`src/sv/chm_pkg.sv`:
```
// Package for the chained hash map unit: sizes, index types and codes.
// Depends on nothing; every module of the unit imports it.
`default_nettype none
package chm_pkg;
    localparam int BUCKETS = 4;
    localparam int ENTRIES = 64;
    localparam int BW = $clog2(BUCKETS);
    localparam int IW = $clog2(ENTRIES) + 1;
    localparam int AW = $clog2(ENTRIES);
    localparam logic [IW-1:0] NIL = IW'(ENTRIES);

    localparam logic [1:0] OP_PUT = 2'd0;
    localparam logic [1:0] OP_GET = 2'd1;
    localparam logic [1:0] OP_REMOVE = 2'd2;

    localparam logic [1:0] ST_OK = 2'd0;
    localparam logic [1:0] ST_NOT_FOUND = 2'd1;
    localparam logic [1:0] ST_FULL = 2'd2;

    typedef logic [IW-1:0] idx_t;

    // One write request to the entry store.
    typedef struct packed {
        logic        we_link;
        logic        we_kd;
        logic [AW-1:0] addr;
        idx_t        link;
        logic [31:0] key;
        logic [31:0] data;
    } ent_wr_t;

    // True when an index names a real entry.
    function automatic logic is_valid(input idx_t i);
        return i < NIL;
    endfunction
endpackage
`default_nettype wire

```
`src/sv/chm_ctrl.sv`:
```
// Sequencer of the chained hash map: walks chains and edits the links.
// Depends on chm_pkg; drives the entry store in chm_entry_mem.
`default_nettype none
module chm_ctrl
    import chm_pkg::*;
(
    input  wire logic        clk,
    input  wire logic        rst_n,
    input  wire logic        start,
    input  wire logic [1:0]  opcode,
    input  wire logic [31:0] key,
    input  wire logic [31:0] data_in,
    output logic             busy,
    output logic             done,
    output logic [1:0]       status,
    output logic [31:0]      data_out,
    output logic [AW-1:0]    rd_addr,
    output ent_wr_t          wr,
    input  wire logic [31:0] rd_key,
    input  wire logic [31:0] rd_data,
    input  wire idx_t        rd_link
);
    localparam logic [2:0] S_IDLE = 3'd0;
    localparam logic [2:0] S_PUTRD = 3'd1;
    localparam logic [2:0] S_PUTWR = 3'd2;
    localparam logic [2:0] S_WALK = 3'd3;
    localparam logic [2:0] S_CHECK = 3'd4;
    localparam logic [2:0] S_FREE = 3'd5;

    logic [2:0] state_reg;
    idx_t head_reg [BUCKETS];
    idx_t free_reg;
    logic [1:0] op_reg;
    logic [31:0] key_reg, din_reg;
    logic [BW-1:0] bkt_reg;
    idx_t cur_reg, prev_reg, next_reg;
    logic [IW:0] steps_reg;
    logic done_reg;
    logic [1:0] status_reg;
    logic [31:0] dout_reg;
    logic [BW-1:0] bkt_in;

    assign bkt_in = key[BW-1:0];
    assign busy = state_reg != S_IDLE;
    assign done = done_reg;
    assign status = status_reg;
    assign data_out = dout_reg;

    // Read address: the free head while idle (a put needs its link), else the entry under the walk.
    always_comb
    begin
        rd_addr = cur_reg[AW-1:0];
        if (state_reg == S_IDLE)
        begin
            rd_addr = free_reg[AW-1:0];
        end
        wr = '0;
        unique case (state_reg)
            S_PUTWR:
            begin
                wr.we_kd = 1'b1;
                wr.we_link = 1'b1;
                wr.addr = cur_reg[AW-1:0];
                wr.key = key_reg;
                wr.data = din_reg;
                wr.link = head_reg[bkt_reg];
            end
            S_FREE:
            begin
                wr.we_link = 1'b1;
                wr.addr = prev_reg[AW-1:0];
                wr.link = next_reg;
            end
            S_CHECK:
            begin
                if (rd_key == key_reg)
                begin
                    wr.we_link = op_reg == OP_REMOVE;
                    wr.addr = cur_reg[AW-1:0];
                    wr.link = free_reg;
                end
            end
            default:
            begin
            end
        endcase
    end

    // Operation sequence; one memory read per chain step.
    always_ff @(posedge clk or negedge rst_n)
    begin
        if (!rst_n)
        begin
            state_reg <= S_IDLE;
            for (int i = 0; i < BUCKETS; i++)
            begin
                head_reg[i] <= NIL;
            end
            free_reg <= '0;
            done_reg <= 1'b0;
        end
        else
        begin
            done_reg <= 1'b0;
            unique case (state_reg)
                S_IDLE:
                begin
                    if (start)
                    begin
                        op_reg <= opcode;
                        key_reg <= key;
                        din_reg <= data_in;
                        bkt_reg <= bkt_in;
                        prev_reg <= NIL;
                        steps_reg <= '0;
                        cur_reg <= opcode == OP_PUT ? free_reg : head_reg[bkt_in];
                        status_reg <= ST_OK;
                        dout_reg <= '0;
                        if (opcode == OP_PUT)
                        begin
                            if (is_valid(free_reg))
                            begin
                                state_reg <= S_PUTRD;
                            end
                            else
                            begin
                                status_reg <= ST_FULL;
                                done_reg <= 1'b1;
                            end
                        end
                        else if (opcode == OP_GET || opcode == OP_REMOVE)
                        begin
                            state_reg <= S_WALK;
                        end
                        else
                        begin
                            done_reg <= 1'b1;
                        end
                    end
                end
                S_PUTRD:
                begin
                    free_reg <= is_valid(rd_link) ? rd_link : NIL;
                    state_reg <= S_PUTWR;
                end
                S_PUTWR:
                begin
                    head_reg[bkt_reg] <= cur_reg;
                    done_reg <= 1'b1;
                    state_reg <= S_IDLE;
                end
                S_WALK:
                begin
                    if (!is_valid(cur_reg) || steps_reg >= (IW+1)'(ENTRIES))
                    begin
                        status_reg <= ST_NOT_FOUND;
                        done_reg <= 1'b1;
                        state_reg <= S_IDLE;
                    end
                    else
                    begin
                        state_reg <= S_CHECK;
                    end
                end
                S_CHECK:
                begin
                    if (rd_key == key_reg)
                    begin
                        if (op_reg == OP_GET)
                        begin
                            dout_reg <= rd_data;
                            done_reg <= 1'b1;
                            state_reg <= S_IDLE;
                        end
                        else
                        begin
                            free_reg <= cur_reg;
                            next_reg <= is_valid(rd_link) ? rd_link : NIL;
                            if (is_valid(prev_reg))
                            begin
                                state_reg <= S_FREE;
                            end
                            else
                            begin
                                head_reg[bkt_reg] <= is_valid(rd_link) ? rd_link : NIL;
                                done_reg <= 1'b1;
                                state_reg <= S_IDLE;
                            end
                        end
                    end
                    else
                    begin
                        prev_reg <= cur_reg;
                        cur_reg <= rd_link;
                        steps_reg <= steps_reg + 1'b1;
                        state_reg <= S_WALK;
                    end
                end
                S_FREE:
                begin
                    done_reg <= 1'b1;
                    state_reg <= S_IDLE;
                end
                default:
                begin
                    state_reg <= S_IDLE;
                end
            endcase
        end
    end
endmodule
`default_nettype wire

```
`config.mk`:
```
export PLATFORM = sky130hd
export DESIGN_NAME = chm_ctrl
export DESIGN_NICKNAME = d
export VERILOG_FILES = /design/src/sv/chm_pkg.sv /design/src/sv/chm_ctrl.sv
export SDC_FILE = /design/constraint.sdc
export NUM_CORES = 1
export LEC_CHECK = 0
export ABC_AREA = 1
export BUFFER_PORTS_ARGS = -buffer_cell sky130_fd_sc_hd__buf_4
export CORE_UTILIZATION = 45
export CTS_BUF_LIST = sky130_fd_sc_hd__clkbuf_4
export DETAILED_ROUTE_END_ITERATION = 8
export MAX_ROUTING_LAYER = met4
export PLACE_DENSITY = 0.72
export SLEW_MARGIN = 40
export SYNTH_ARGS = -nofsm -noshare
export SYNTH_HDL_FRONTEND = slang
export SYNTH_SLANG_ARGS = --single-unit
export TNS_END_PERCENT = 30
```
`constraint.sdc`:
```
create_clock -name clk -period 9.8 [get_ports clk]
set_input_delay 0.98 -clock clk [delete_from_list [all_inputs] [get_ports clk]]
set_output_delay 0.98 -clock clk [all_outputs]
set_load 0.005 [all_outputs]
```
# --- After elaboration in Yosys (flattened, before gate mapping) ---
# Cells that the tools add are included.
totals:
  inputBits: 140
  out_inout_bits: 121
  regBits: 170
  elab_cells: 130
classes:
  muxes: 62
  addsub: 1
  eq_ne: 19
  bitwise_logic: 3
  n_reduce_logical: 20
  n_lt_le_gt_ge: 8
op_table:
  columns: ["operator", "count"]
  rows:
  - ["$mux 32", 3]
  - ["$mux 7", 13]
  - ["$mux 28", 3]
  - ["$mux 64", 1]
  - ["$pmux 32 s2", 1]
  - ["$bwmux 28", 2]
  - ["$pmux 28 s2", 1]
  - ["$pmux 7 s2", 3]
  - ["$pmux 13 s3", 1]
  - ["$eq 32x32->1", 1]
  - ["$bmux 7 s2", 2]
  - ["$lt 7x7->1 const B", 4]
  - ["$mux 3", 8]
  - ["$mux 8", 2]
  - ["$pmux 8 s2", 1]
  - ["$reduce_and 4->1", 4]
  - ["$demux 7 s2", 1]
  - ["$ne 2x2->1 const B", 7]
  - ["$mux 13", 1]
  - ["$pmux 3 s4", 1]
  - ["$mux 1", 10]
  - ["$reduce_and 3->1", 3]
  - ["$add 8x1->8 const B", 1]
  - ["$ge 8x7->1 const B", 1]
  - ["25 further kinds", 38]

# --- Logic depth before layout (Yosys ltp) ---
logic_depth:
  depth_word: 10
  mapped_depth: 13
  ltp_nobuf: 12

# --- Worst setup path before layout ---
# No wires, ideal clock.
synth_timing:
  path_type: "input port to flip-flop"
  start: "input port start"
  end: "register din_reg[0], enable pin"
  setup_slack_ns: 3.713
  stages: 2
  arrival_ns: 5.516
  setup_time_ns: 0.571
  path_cell_list: "inv_1 nor3_1"
synth_via:
  elab_chain_len: 1
synth_rtl:
  columns: ["element", "line_no", "text"]
  rows:
  - ["start: declaration", "chm_ctrl.sv:9", "input wire logic start,"]
  - ["$reduce_and 3->1 (no line)", null, null]
  - ["end signal: assignment", "chm_ctrl.sv:112", "din_reg <= data_in;"]
  - ["end: declaration", "chm_ctrl.sv:34", "logic [31:0] key_reg, din_reg;"]
# Every way passes these cells.
# A chain may end at the register's enable or synchronous reset.

==> Flow_metrics.wiki <==
{| class="wikitable"
! Metric !! Value
|-
| Number of max-slew violations in the final report || 0
|-
| Setup CP Type || flip-flop to output port
|-
| Number of global-route vias before repair || 6227
|-
| Worst setup SP type || flip-flop
|-
| Final routed DRC violation total || 0
|-
| Kind of cell adding the most delay to the critical path || simple AND/OR/NAND/NOR gates
|-
| Highest-count cells in the layout ignoring fill and taps || buf_4 (266), nand2_1 (193), nor2_1 (142), inv_1 (138), edfxtp_1 (129)
|-
| Die boundary width || 137 um
|-
| Row cnt || 48
|-
| First drt pass iteration count || 7
|-
| Overall power after layout || 2.25 mW
|-
| Half-perimeter wire length of the detailed placement result || 16500 um
|-
| Final Wtd Congestion || 0.881
|-
| Max Cap Violations || 0
|-
| Share of the clock period used by the worst path || 38.9%
|-
| Min setup slack post-route || 5.99 ns
|-
| Summed instance area of the synthesized netlist || 8150 um^2
|-
| Average instance area after synthesis || 9.37 um^2
|-
| Pleak || 5.07 nW
|-
| Fin crit period || 3.81 ns
|-
| Setup slack of the worst register-to-register path || 7.12 ns
|-
| Total routing usage reported by global routing || 25.1%
|-
| Cells along the critical path || nor2_1 > inv_2 > nor2_8 > inv_2 > buf_4 > o21ai_2 > nand2_1 > nand2_1 > buf_4
|-
| Initial antenna violation count || 1
|-
| Starting density of the core || 46.6%
|-
| Post-Place Cells || 1330
|-
| Maximum root-to-sink buffer count || 2
|-
| Number of different library cells in the post-synthesis netlist || 38
|-
| Most frequent standard cell in the layout excluding fill and tap cells || buf_4
|-
| Register bit total from synthesis || 168
|-
| Routed WL per cell || 16.7 um
|-
| Post-cts repair resize count || 0
|-
| H-Tree Level Count || 4
|-
| Die area || 18600 um^2
|-
| Largest cells by area after synthesis || edfxtp_1 (48%), dfrtp_1 (11%), nand2_1 (8.9%)
|-
| Classification of the worst-slack hold path || input pin to async pin
|-
| Congestion Overflow GR || 0
|-
| Worst Reg-to-Reg Cells || 11
|-
| Clock Sinks || 168
|-
| Fin Clk Skew || 0.0277 ns
|-
| Worst vdd ir || 136 uV
|-
| Worst-Skew Late Latency || 0.59 ns
|-
| Max Clock Freq || 262 MHz
|-
| Power Density || 211 nW/um^2
|-
| Cell type of the slowest stage on the worst timing path || nor2_8
|-
| Total Routed Length || 22700 um
|-
| Vias after detailed routing || 6826
|-
| End of the worst register-to-register path || head_reg[26]
|-
| Run status || complete, no violations
|-
| Placement-stage worst setup slack || 6.09 ns
|-
| Start of the worst register-to-register path || state_reg[0]
|-
| Clock tree root driver cell || clkbuf_4
|-
| Detailed router's first-iteration violation count || 635
|-
| Ys flop type || edfxtp_1
|-
| Ys async rst share || 23.2%
|-
| Number of antenna-violating nets in the routed design || 0
|-
| P&R area growth vs syn || 30.7%
|-
| Number of nets in the final layout || 1266
|-
| Data arrival time of the critical path || 2.83 ns
|-
| Post-cts hold buffer count || 0
|-
| Type of element capturing the critical path || output port
|-
| Clock-pin slew of the registers on the worst-case setup and hold paths || 0.16 ns
|-
| Die outline height || 137 um
|-
| Count of placed standard cells in the final layout, fillers left out || 1363
|-
| Number of flops mapped to enable cells by yosys || 129
|-
| Clock buffers created by TritonCTS || 17
|-
| Synth top area share || 47.6%
|-
| Share of the yosys chip area belonging to registers || 59.6%
|-
| I/O Pins || 261
|-
| Maximum single-stage delay on the critical path || 0.48 ns
|-
| Library cell with the largest summed area after synthesis || edfxtp_1
|-
| Worst-path fanout max || 50
|-
| Endpoints failing hold || 0
|-
| Core Box Area || 17500 um^2
|-
| Max transition margin || 57.7%
|-
| Cell count after synthesis || 869
|-
| Share of the core filled with cells || 60.9%
|-
| Required arrival time at the worst endpoint || 8.82 ns
|-
| CP bufs+invs || 4
|-
| Vias per Instance || 5.01
|-
| Fraction of final layout cells sized beyond drive strength 1 || 29.3%
|-
| Largest net degree at the start of global routing || 74
|-
| Global-route wire length before repair || 33500 um
|-
| Number of failing setup endpoints in the final timing report || 0
|-
| Port Buf Inserts || 260
|-
| Worst Max-Slew Pin Slew || 0.631 ns
|-
| Buffers inserted by post-CTS timing repair || 0
|-
| Clock tree from TritonCTS || yes
|-
| Synthesized netlist net count || 1011
|-
| Synthesis Warnings || 0
|-
| Final sum of negative setup slack || 0 ns
|-
| Setup repair after global routing missed its margin || no
|}
-- worst max-delay path by stage --
stage | end | depth (start not counted) | start
detailed placement | wr[73] | 11 | rd_key[8]
CTS | wr[73] | 9 | state_reg[0]
floorplan | din_reg[0] | 2 | start
global placement | wr[73] | 11 | rd_key[8]
finish | wr[73] | 9 | state_reg[0]
global route | wr[75] | 9 | state_reg[0]
-- power breakdown --
part | internal [mW] | leakage [nW] | switching, mW
clock network | 0.162 | 0.153 | 0.264
registers | 0.957 | 1.69 | 0.0970
logic | 0.332 | 3.23 | 0.438
total | 1.45 | 5.07 | 0.799
-- layer usage --
layer | vias up | track usage, % | wire [um]
met4 | 0 | 6.36 | 311
met2 | 291 | 41.9 | 11500
li1 | 3337 | - | -
met1 | 3175 | 30.8 | 8970
met5 | - | - | 0
met3 | 23 | 5.67 | 1920
-- stage by stage --
stage          hold slack (ns)  area (um^2)
4_1_cts                  0.344        10600
3_3_place_gp             0.457        10300
5_1_grt                  0.354        10600
6_report                 0.351        10600
3_5_place_dp             0.468        10300
2_1_floorplan            0.451         8150
-- cell usage after synthesis (3+ instances only) --
master	n
buf_1	11
buf_4	4
o21ai_0	32
a21oi_1	21
nand3_4	4
buf_2	10
a41oi_1	7
nand2_2	3
inv_2	6
nand2_1	193
a22oi_1	6
o22ai_1	7
o211ai_1	6
nand4_1	36
nand2_4	3
nor3_1	14
clkbuf_1	7
dfstp_2	4
o31ai_1	3
xnor2_1	27
edfxtp_1	129
nor2_1	143
inv_1	138
dfrtp_1	35
-- layout make-up --
cell class | count | area, um^2
Sequential cell | 168 | 4850
Antenna cell | 1 | 2.50
Timing Repair Buffer | 269 | 2050
Clock inverter | 14 | 164
Multi-Input combinational cell | 523 | 2600
Clock buffer | 18 | 135
Fill cell | 1512 | 6830
Inverter | 145 | 558
Tap cell | 225 | 282
-- worst reg2reg max path: cells and delay by family (launching register included) --
kind,cells,cell delay (ns)
buf+inv,3,0.45
flops,1,0.44
simple gates,8,1.68
-- cells by family (layout without fill, tap and decap cells) --
logic type / count (synthesis) / after routing / share of synthesized area (%)
and+or+nand+nor: 406 / 406 / 21.8
buffers and inverters: 178 / 446 / 8.91
DFF: 168 / 168 / 59.6
AOI/OAI and AO/OA: 88 / 88 / 6.47
xor gates and xnor gates: 27 / 27 / 2.90
adders and majority gates: 2 / 2 / 0.307
other: 0 / 1 / 0
(Power assumes the default switching activity.)
